==> src/sv/pctd_pkg.sv <==
package pctd_pkg;

    // table geometry and code limits
    localparam int TABLE_ENTRIES   = 256;
    localparam int MAX_CODE_LENGTH = 16;

    // fixed field widths of the item and result beats
    localparam int ACT_W  = 2;
    localparam int IDX_W  = 8;
    localparam int SYM_W  = 8;
    localparam int CODE_W = 16;
    localparam int LEN_W  = 5;

    // derived widths
    localparam int TIDX_W = (TABLE_ENTRIES > 1) ? $clog2(TABLE_ENTRIES) : 1;
    localparam int PC_W   = MAX_CODE_LENGTH;
    localparam int PLEN_W = $clog2(MAX_CODE_LENGTH + 1);
    localparam int LCMP_W = (PLEN_W > LEN_W) ? PLEN_W : LEN_W;
    localparam int CCMP_W = (PC_W > CODE_W) ? PC_W : CODE_W;
    localparam int ENT_W  = SYM_W + CODE_W + LEN_W;

    // result status codes
    localparam logic STATUS_OK   = 1'b0;
    localparam logic STATUS_MISS = 1'b1;

    typedef enum logic [ACT_W-1:0] {
        ACT_LOAD  = 2'd0,
        ACT_BIT   = 2'd1,
        ACT_CLEAR = 2'd2
    } action_t;

    typedef enum logic [1:0] {
        ST_IDLE,
        ST_SCAN,
        ST_EMIT
    } state_t;

    typedef struct packed {
        logic take_load;
        logic take_bit;
        logic take_clear;
        logic issue;
        logic capture_hit;
        logic capture_err;
        logic emit;
    } ctrl_cmd_t;

    typedef struct packed {
        logic hit;
        logic scan_end;
        logic at_max;
        logic out_free;
    } ctrl_status_t;

    // keeps the low len bits of a code word
    function automatic logic [CODE_W-1:0] code_mask(input logic [LEN_W-1:0] len);
        logic [CODE_W-1:0] m;
        for (int i = 0; i < CODE_W; i++)
        begin
            m[i] = (int'(len) > i);
        end
        return m;
    endfunction

endpackage

==> src/sv/pctd_ctrl.sv <==
module pctd_ctrl (
    input  logic                     clk,
    input  logic                     rst_n,
    input  logic                     in_valid,
    input  logic [pctd_pkg::ACT_W-1:0] in_action,
    output logic                     in_ready,
    output pctd_pkg::ctrl_cmd_t      cmd,
    input  pctd_pkg::ctrl_status_t   status
);
    import pctd_pkg::*;

    state_t state_reg;
    state_t state_next;
    logic   take;

    assign in_ready = (state_reg == ST_IDLE);
    assign take     = in_valid && in_ready;

    always_ff @(posedge clk or negedge rst_n)
    begin
        if (!rst_n)
        begin
            state_reg <= ST_IDLE;
        end
        else
        begin
            state_reg <= state_next;
        end
    end

    // next state
    always_comb
    begin
        state_next = state_reg;
        case (state_reg)
            ST_IDLE:
            begin
                if (take && in_action == ACT_BIT)
                begin
                    state_next = ST_SCAN;
                end
            end
            ST_SCAN:
            begin
                if (status.hit)
                begin
                    state_next = ST_EMIT;
                end
                else if (status.scan_end)
                begin
                    state_next = status.at_max ? ST_EMIT : ST_IDLE;
                end
            end
            ST_EMIT:
            begin
                if (status.out_free)
                begin
                    state_next = ST_IDLE;
                end
            end
            default:
            begin
                state_next = ST_IDLE;
            end
        endcase
    end

    // outputs
    always_comb
    begin
        cmd = '0;
        case (state_reg)
            ST_IDLE:
            begin
                if (take)
                begin
                    case (in_action)
                        ACT_LOAD:  cmd.take_load  = 1'b1;
                        ACT_BIT:   cmd.take_bit   = 1'b1;
                        ACT_CLEAR: cmd.take_clear = 1'b1;
                        default:   ;
                    endcase
                end
            end
            ST_SCAN:
            begin
                if (status.hit)
                begin
                    cmd.capture_hit = 1'b1;
                end
                else if (status.scan_end)
                begin
                    cmd.capture_err = status.at_max;
                end
                else
                begin
                    cmd.issue = 1'b1;
                end
            end
            ST_EMIT:
            begin
                cmd.emit = status.out_free;
            end
            default:
            begin
                cmd = '0;
            end
        endcase
    end

    a_bit_starts_scan: assert property (@(posedge clk) disable iff (!rst_n)
        (take && in_action == ACT_BIT) |=> (state_reg == ST_SCAN))
        else $error("bit beat did not start a table scan");

    a_emit_from_scan: assert property (@(posedge clk) disable iff (!rst_n)
        (state_reg == ST_EMIT && $past(state_reg) != ST_EMIT) |-> ($past(state_reg) == ST_SCAN))
        else $error("emit state entered without a finished scan");

    a_no_take_while_busy: assert property (@(posedge clk) disable iff (!rst_n)
        (state_reg == ST_SCAN) |-> !(cmd.take_load || cmd.take_bit || cmd.take_clear))
        else $error("beat taken during a scan");

endmodule

==> config.mk <==
export PLATFORM = sky130hd
export DESIGN_NAME = pctd_ctrl
export DESIGN_NICKNAME = d
export VERILOG_FILES = /design/src/sv/pctd_pkg.sv /design/src/sv/pctd_ctrl.sv
export SDC_FILE = /design/constraint.sdc
export NUM_CORES = 1
export LEC_CHECK = 0
export BUFFER_PORTS_ARGS = -buffer_cell sky130_fd_sc_hd__buf_2
export CELL_PAD_IN_SITES_DETAIL_PLACEMENT = 0
export CELL_PAD_IN_SITES_GLOBAL_PLACEMENT = 1
export CORE_AREA = 3 3 40 42
export CTS_CLUSTER_DIAMETER = 200
export DETAILED_ROUTE_END_ITERATION = 6
export DIE_AREA = 0 0 43 45
export PLACE_DENSITY_LB_ADDON = 0.1
export SLEW_MARGIN = 20
export SYNTH_ARGS = -nofsm -noshare
export SYNTH_HDL_FRONTEND = slang
export SYNTH_SLANG_ARGS = --single-unit
export TNS_END_PERCENT = 1
==> constraint.sdc <==
create_clock -name clk -period 1.5 [get_ports clk]
set_input_delay 0.075 -clock clk [delete_from_list [all_inputs] [get_ports clk]]
set_output_delay 0.075 -clock clk [all_outputs]
set_load 0.02 [all_outputs]
* Word-level counts from Yosys, hierarchy flattened
Cells that the tools add are included.
** Operators by class
- Muxes and demuxes :: 18
- Reductions and logical operators :: 5
- Equality and inequality tests :: 7
** Operators by type and width (number)
- 2-to-1 mux 2 bit :: 5
- 2-to-1 mux 1 bit :: 9
- 2-to-1 mux 3 bit :: 3
- case mux 2 bit (3 select lines) :: 1
- equality test 2 x 1 -> 1 bit, second input constant :: 2
- equality test 2 bit, second input constant :: 2
- logical NOT 2 bit :: 2
- != test 3 bit, second input constant :: 1
- AND reduction 3 bit :: 1
- logical AND 1 bit :: 2
- != test 2 x 1 -> 1 bit, second input constant :: 1
- != test 2 bit, second input constant :: 1
** Storage, ports and cells
- Bits in registers :: 2
- Input port bits :: 9
- Output and inout bits :: 8
- Word-level logic and storage cells :: 31

* Longest topological paths before layout
Gate-level depths: netlist (run 1).
- Depth in word-level cells :: 5
- Mapped depth :: 2
- Gate-level depth less buffers :: 2

* Worst setup path after synthesis (run 1)
OpenSTA, ideal clock, no wires.
- Path type :: reg-to-output
- Start :: register state_reg[1]
- End :: output cmd[4] in the netlist's numbering
- Path slack :: 0.258 ns
- Cell stages (with the launch flop) :: 3
- Required time :: 1.425 ns
- Arrival :: 1.167 ns
- Path buffers :: 0
- Path through :: dfrtp_1 nor2_1 and4b_1
** RTL lines
- start, declared :: RTL line pctd_ctrl.sv:12 : state_t state_reg;
- start signal, assigned :: RTL line pctd_ctrl.sv:27 : state_reg <= state_next;
- end, declared :: RTL line pctd_ctrl.sv:7 : output pctd_pkg::ctrl_cmd_t cmd,

==> results_dict.tcl, run 1 <==
set metrics [dict create \
    synth-compound-area-share 0.1339 \
    worstSetupStartpointType "flip-flop" \
    syn-num-nets 28 \
    cts_buffers 3 \
    vdd_ir_drop_max_uv 385.4 \
    nNetsFinal 50 \
    synth_cell_types 12 \
    drcViolationCount 0 \
    power_leakage_nw 0.1736 \
    fmax_ghz 0.7606 \
    initial_core_util 0.1237 \
    setup-violations-final 0 \
    via_count 208 \
    crit_fanout 5 \
    core_area_mm2 0.001285 \
    cts_tree "done" \
    arrival_ns 1.24 \
    clk_latency_ns 0.22 \
    worst_slack_ns 0.1853 \
    yosysTopAreaCellShare 0.3150 \
    min_path_type "input port to flip-flop" \
    routedWlPerCell_um 9.889 \
    drive_above_1_share 0.5128 \
    cp.required_ns 1.42 \
    cap_violations 0 \
    power.internal_mw 0.1747 \
    hpwl_um 431.9 \
    grt_pass1_vias 213 \
    hold_viol_final 0 \
    grt_pass1_wl_um 855 \
    final_common_cell "buf_2" \
    cts-root-buf "clkbuf_4" \
    multi_input_area_um2 97.59 \
    switching_share 0.2926 \
    fin_crit_sh 0.8765 \
    fin_crit_ns 1.315 \
    synth_mux_area_frac 0 \
    synth-simple-area-share 0.4803 \
    comb_power_share 0.269 \
    grt_max_degree 6 \
    largest_reg_flops 2 \
    routed_wl_um 534 \
    synth_top_family_by_area "simple AND/OR/NAND/NOR gates" \
    die_y_um 45 \
    ys_seq_elements 2 \
    layout_common_cells "buf_2, inv_1, nor2_1, clkbuf_4" \
    antenna_found_initial 0 \
    cts.htree.levels 1 \
    synth_top_area_cell "dfrtp_1" \
    layout.cells.non_filler 54 \
    cp-end-kind "primary output" \
    dr.pass1.iters 4 \
    slew_headroom 0.8360 \
    antennaDiodeCount 0 \
    clkPwrFrac 0.476 \
    synth_area_leaders "dfrtp_1, and4b_1, nor4b_2" \
    fin_tns_setup_ns 0 \
    place_worst_setup_slack_ns 0.4173 \
    ys_seq_area_frac 0.3150 \
    synth-xor-area-share 0 \
    fin_util 0.2259 \
    fp-row-count 13 \
    dr.first_iter.drc_count 7 \
    clkTransAtPathRegs_ns 0.03 \
    area_growth_pct 82.68 \
    grtUsageTotal 0.06495 \
    outcome "complete, no violations" \
    die_x_um 43 \
    ctsResizeCount 0 \
    synth_cells 19 \
    n_fill_cell 151 \
    drv_slew 0 \
    regArea_um2 50.05 \
    skew_ns 0.0008329 \
    whs_ns 0.07472 \
    tightest_slew_ns 0.2451 \
    dpl_cell_area_um2 257.7 \
    criticalPathCategory "flip-flop to primary output" \
    finalInstanceArea_um2 290.3 \
    clockBufferDepth 2 \
    synth.yosys.warnings 0 \
    power_density_mw_per_mm2 850.8 \
    cts_sinks 2 \
    dp.cells 50 \
    finalWeightedCongestion 0.6804 \
    syn_area_um2 158.9 \
    ios 17 \
    overflow 0 \
    netSwitchingPower_mw 0.07225 \
    io_buffers 16 \
    power_mw 0.2470 \
    seqPwrFrac 0.255 \
    synth_area_per_cell_um2 8.363 \
    cts_setup_buffers 0 \
    routed_via_density 3.852 \
    postCtsHoldBufs 1 \
    yosys.area_share.adder 0 \
    final_antenna_net_count 0 \
    die_area_mm2 0.001935 \
    rsz0062_at_grt "no" \
]
[final timing paths]
check | slack (ns) | depth (start not counted) | endpoint | from
worst max-delay path | 0.19 | 3 | cmd[4] | state_reg[1]
worst min-delay path | 0.07 | 2 | state_reg[1] | status[0]
worst max register to register | 0.59 | 2 | state_reg[0] | state_reg[1]
worst min register to register | 0.64 | 2 | state_reg[1] | state_reg[1]
max in group asynchronous | 1.24 | 2 | state_reg[1] | rst_n
min in group asynchronous | 0.17 | 2 | state_reg[0] | rst_n
[final cells by class]
| type | count | share of cell area |
|---|---|---|
| inverters | 3 | 0.03879 |
| multi-input cells | 14 | 0.3362 |
| well taps | 15 | 0.06466 |
| repair buffers | 17 | 0.3103 |
| clock buffers | 3 | 0.07759 |
| flip-flops and latches | 2 | 0.1724 |
[cell usage after synthesis]
library cell	count
and4b_1	2
nand2_1	1
and4_1	1
inv_1	3
nor3_1	1
a41o_1	1
nor4b_2	1
nor2_1	3
nand2b_1	2
dfrtp_1	2
a21oi_1	1
o22ai_1	1
[power groups by stage]
stage | Combinational [mW] | Sequential, mW | Clock, mW
after floorplan | 0.0359 | 0.0627 | 0
final | 0.0665 | 0.0629 | 0.118
after CTS | 0.0672 | 0.0630 | 0.127
after detailed placement | 0.0648 | 0.0636 | 0
after global placement | 0.0645 | 0.0637 | 0
after global routing | 0.0729 | 0.0633 | 0.139
[layer usage]
layer,track usage,wire (µm)
met1,0.06265,212
met2,0.09281,250
met3,0.03586,71
met4,0.07229,0
met5,0,0
[cells by family after synthesis]
logic type | count (synthesis)
compound gates | 3
simple gates | 11
buf+inv | 3
flops | 2
[worst max-delay path, stage by stage, from the launching register on]
cell and delay [ns]:
dfrtp_1 0.39, nor2_1 0.24, and4b_1 0.23, buf_2 0.16
Power figures use the tool's default switching activity.
==> run 2, diff against run 1 <==
- ABC_AREA: unset -> 1
==> results_dict.tcl, run 2 <==
set metrics [dict create \
    largest_reg_flops 2 \
    layout_common_cells "buf_2, inv_1, nand2_1" \
    dpl_cell_area_um2 284.0 \
    overflow 0 \
    fin_crit_sh 0.8517 \
    synth_area_leaders "dfrtp_1, inv_1, nand2_1" \
    fin_util 0.2463 \
    hold_viol_final 0 \
    synth_cells 32 \
    drcViolationCount 0 \
    criticalPathCategory "flip-flop to primary output" \
    cts_tree "done" \
    fmax_ghz 0.7828 \
    slew_headroom 0.8275 \
    io_buffers 16 \
    holdCritStartpoint "status[0]" \
    antennaDiodeCount 0 \
    grt_pass1_vias 224 \
    final_antenna_net_count 0 \
    worstSetupStartpointType "flip-flop" \
    finalInstanceArea_um2 316.6 \
    grtUsageTotal 0.06911 \
    path_cells "nor2_2 -> nand2_1 -> nor3_1 -> buf_2" \
    initial_core_util 0.1441 \
    ys_seq_elements 2 \
    grt_max_degree 6 \
    arrival_ns 1.20 \
    cts_sinks 2 \
    nNetsFinal 63 \
    drive_above_1_share 0.4615 \
    power_density_mw_per_mm2 782.2 \
    ctsResizeCount 0 \
    syn_area_um2 185.2 \
    n_fill_cell 146 \
    startpoint "state_reg[1]" \
    clockBufferDepth 2 \
    clk_latency_ns 0.23 \
    crit_fanout 4 \
    skew_ns 0.0001710 \
    synth_top_area_cell "dfrtp_1" \
    cts.htree.levels 1 \
    core_area_mm2 0.001285 \
    max_stage_delay_ns 0.40 \
    power_mw 0.2476 \
    synth.yosys.warnings 0 \
    vdd_ir_drop_max_uv 181.2 \
    dr.pass1.iters 2 \
    clkTransAtPathRegs_ns 0.03 \
    r2r_start "state_reg[1]" \
    routed_via_density 3.731 \
    routedWlPerCell_um 8.582 \
    tightest_slew_ns 0.2563 \
    async_flop_share 1.000 \
    ys_seq_area_frac 0.2703 \
    routed_wl_um 575 \
    syn-num-nets 41 \
    antenna_found_initial 0 \
    cts_setup_buffers 0 \
    area_growth_pct 70.95 \
    cts-root-buf "clkbuf_4" \
    finalWeightedCongestion 0.7122 \
    synth_edf_count 0 \
    yosysTopAreaCellShare 0.2703 \
    final_common_cell "buf_2" \
    grt_pass1_wl_um 862 \
    power_leakage_nw 0.1974 \
    synth.most_common_cell "inv_1" \
    critPathSlowestCell "dfrtp_1" \
    hpwl_um 470 \
    synth.top_cells.by_count "inv_1, nand2_1, nor2_1, nor2_2" \
    fin_tns_setup_ns 0 \
    dr.first_iter.drc_count 7 \
    cap_violations 0 \
    cp-end-kind "primary output" \
    setup-violations-final 0 \
    outcome "complete, no violations" \
    die_x_um 43 \
    drv_slew 0 \
    synth-main-ff-cell "dfrtp_1" \
    postCtsHoldBufs 1 \
    cp.required_ns 1.42 \
    min_path_type "input port to flip-flop" \
    fp-row-count 13 \
    synth_area_per_cell_um2 5.787 \
    ios 17 \
    worst_slack_ns 0.2225 \
    cts_buffers 3 \
    synth_cell_types 13 \
    via_count 250 \
    fin_crit_ns 1.277 \
    place_worst_setup_slack_ns 0.4607 \
    rsz0062_at_grt "no" \
    die_area_mm2 0.001935 \
    die_y_um 45 \
]
## run 2: changes by cell type in the layout (fill, tap and decap cells not counted), moves of 2 or more
cell | previous run | this run
nand2_1 | 1 | 5
nor2_2 | 0 | 3
o21ai_0 | 0 | 2
inv_1 | 3 | 9
and4b_1 | 2 | 0
nand2b_1 | 2 | 0
## run 2: worst paths after layout
kind                                end  slack (ns)  depth (start not counted)
setup / recovery                 cmd[4]        0.22                          4
hold / removal             state_reg[1]        0.11                          4
setup reg to reg           state_reg[1]        0.57                          6
hold reg to reg            state_reg[0]        0.65                          3
max in group asynchronous  state_reg[1]        1.24                          2
min in group asynchronous  state_reg[0]        0.17                          2
## run 2: critical path, delay by kind of cell, from the launching register on
family,cells,cell delay (ns)
buf+inv,1,0.19
flops,1,0.40
simple gates,3,0.39
## run 2: layout make-up
cell class / instances / area, µm² / share of cell area
Multi-Input combinational cell: 20 / 97.59 / 0.3083
Timing Repair Buffer: 17 / 90.09 / 0.2846
Sequential cell: 2 / 50.05 / 0.1581
Inverter: 10 / 37.54 / 0.1186
Clock buffer: 3 / 22.52 / 0.07115
Tap cell: 15 / 18.77 / 0.05929
## run 2: kinds of logic after synthesis
kind of cell | count (synthesis) | synth area share
AOI/OAI and AO/OA | 3 | 0.08106
and+or+nand+nor | 17 | 0.4460
buffers and inverters | 10 | 0.2027
DFF | 2 | 0.2703
## run 2: metrics by stage
step | hold WS [ns] | std cells
after CTS | 0.1048 | 67
after detailed placement | -0.1369 | 63
after floorplan | -0.2206 | 32
final | 0.1108 | 67
after global routing | 0.1388 | 67
after global placement | -0.1399 | 63
## run 2: metal layers
metal / global-route usage / vias up / wire (µm)
met4: 0.1265 / 0 / 17
met1: 0.06265 / 100 / 239
met5: 0 / - / 0
met2: 0.09281 / 10 / 278
li1: - / 138 / -
met3: 0.01992 / 2 / 40
## run 2: power by group
group          switching, mW  total, mW  internal (mW)  leakage [nW]
registers            0.00337     0.0609         0.0575        0.0272
logic                 0.0400     0.0650         0.0250         0.156
clock network         0.0333      0.122         0.0885        0.0138
==> run 3, diff against run 2 <==
- SETUP_SLACK_MARGIN: unset -> 0.5
==> results_dict.tcl, run 3 (synthesis gave the netlist of run 2 again) <==
set metrics [dict create \
    fp-row-count 13 \
    worstSetupStartpointType "flip-flop" \
    antenna_found_initial 0 \
    clkTransAtPathRegs_ns 0.03 \
    max_stage_delay_ns 0.42 \
    min_to "state_reg[1]" \
    skew_ns 0.002607 \
    regArea_um2 51.30 \
    n_fill_cell 149 \
    cts_setup_buffers 0 \
    power_density_mw_per_mm2 724.1 \
    grt_pass1_wl_um 883 \
    grt_max_degree 6 \
    use_met1 0.07914 \
    use_met2 0.08084 \
    drive_above_1_share 0.5577 \
    met3_usage 0.02789 \
    antennaDiodeCount 0 \
    fmax_ghz 0.8335 \
    io_buffers 16 \
    cp.required_ns 1.42 \
    cts.htree.levels 1 \
    fin_crit_ns 1.200 \
    nNetsFinal 63 \
    final_antenna_net_count 0 \
    hpwl_um 475 \
    multi_input_area_um2 121.4 \
    drv_slew 0 \
    die_area_mm2 0.001935 \
    cp-end-kind "primary output" \
    path_cells "nor2_4 -> nand2_2 -> nor3_2 -> buf_4" \
    clk_latency_ns 0.22 \
    layout.cells.non_filler 67 \
    finalInstanceArea_um2 349.1 \
    grtUsageTotal 0.06318 \
    finalWeightedCongestion 0.7429 \
    cts_sinks 2 \
    critPathSlowestCell "dfrtp_2" \
    fin_crit_sh 0.7998 \
    min_path_type "input port to flip-flop" \
    drcViolationCount 0 \
    die_x_um 43 \
    rsz0062_at_grt "yes" \
    cts_tree "done" \
    r2r_start "state_reg[1]" \
    routed_via_density 3.955 \
    grt.busiest_layer "met2" \
    crit_fanout 4 \
    arrival_ns 1.12 \
    outcome "complete, no violations" \
    grt_pass1_vias 226 \
    initial_core_util 0.1441 \
    tightest_slew_ns 0.2016 \
    dpl_cell_area_um2 300.3 \
    dp.cells 63 \
    cap_violations 0 \
    via_count 265 \
    reg2reg_depth 6 \
    clockBufferDepth 2 \
    r2r_end "state_reg[1]" \
    dr.first_iter.drc_count 8 \
    overflow 0 \
    routed_wl_um 564 \
    area_growth_pct 88.51 \
    cts-root-buf "clkbuf_4" \
    power_leakage_nw 0.2004 \
    setup-violations-final 0 \
    cp.buffers_inverters 1 \
    ios 17 \
    holdCritStartpoint "status[0]" \
    die_y_um 45 \
    slew_headroom 0.8642 \
    fin_tns_setup_ns 0 \
    dr.pass1.iters 3 \
    cp_top_family "flip-flops" \
    core_area_mm2 0.001285 \
    vdd_ir_drop_max_uv 226.2 \
    whs_ns 0.1163 \
    largest_reg_flops 2 \
    hold_viol_final 0 \
    fin_util 0.2717 \
    final_common_cell "buf_2" \
    hold_path_depth 4 \
    criticalPathCategory "flip-flop to primary output" \
    layout_common_cells "buf_2, inv_1, nand2_1" \
    reg2reg_slack_ns 0.54 \
    cts_buffers 3 \
    routedWlPerCell_um 8.418 \
]
-- run 3: cell counts in the layout (fill, tap and decap cells not counted) --
Identical to the previous run, type by type.
-- run 3: through the flow --
| stage | setup WS (ns) | power, mW |
|---|---|---|
| detailed placement | 0.4609 | 0.1294 |
| CTS | 0.2754 | 0.2581 |
| global route | 0.2524 | 0.2649 |
| global placement | 0.4991 | 0.1283 |
| floorplan | 0.3188 | 0.1010 |
| finish | 0.3003 | 0.2528 |
-- run 3: worst max-delay path by stage --
stage	end	startpoint	cells after the start	slack (ns)
final	cmd[4]	state_reg[0]	4	0.30
after floorplan	cmd[4]	state_reg[1]	3	0.32
after global routing	cmd[1]	state_reg[1]	4	0.25
after detailed placement	cmd[4]	state_reg[1]	4	0.46
after CTS	cmd[4]	state_reg[0]	4	0.28
after global placement	cmd[4]	state_reg[1]	4	0.50
-- run 3: report_power, final --
part	internal (mW)	leakage, nW	switching [mW]
combinational	0.0295	0.161	0.0443
clock	0.0881	0.0138	0.0286
sequential	0.0579	0.0257	0.00451
total	0.175	0.200	0.0773
-- run 3: metal layers --
metal  wire, µm  share of wire
met1        249           0.44
met2        244           0.43
met3         70           0.12
met4          0              0
met5          0              0
-- run 3: what timing repair did --
item,4_1_cts,5_1_grt
hold buffers,1,0
resized for setup,5,1
endpoints found under the hold margin,2,0
setup endpoints to repair,8,10
pin swaps,1,0
-- run 3: worst min-delay path, stage by stage --
cell,delay [ns]
buf_2,0.10
nor2_2,0.04
inv_1,0.04
nand2_1,0.04
-- run 3: area by class of cell --
cell class | instances | area share
clock buffer | 3 | 0.06452
inverter | 10 | 0.1075
multi-input combinational | 20 | 0.3477
sequential | 2 | 0.1470
tap | 15 | 0.05376
timing repair buffer | 17 | 0.2796
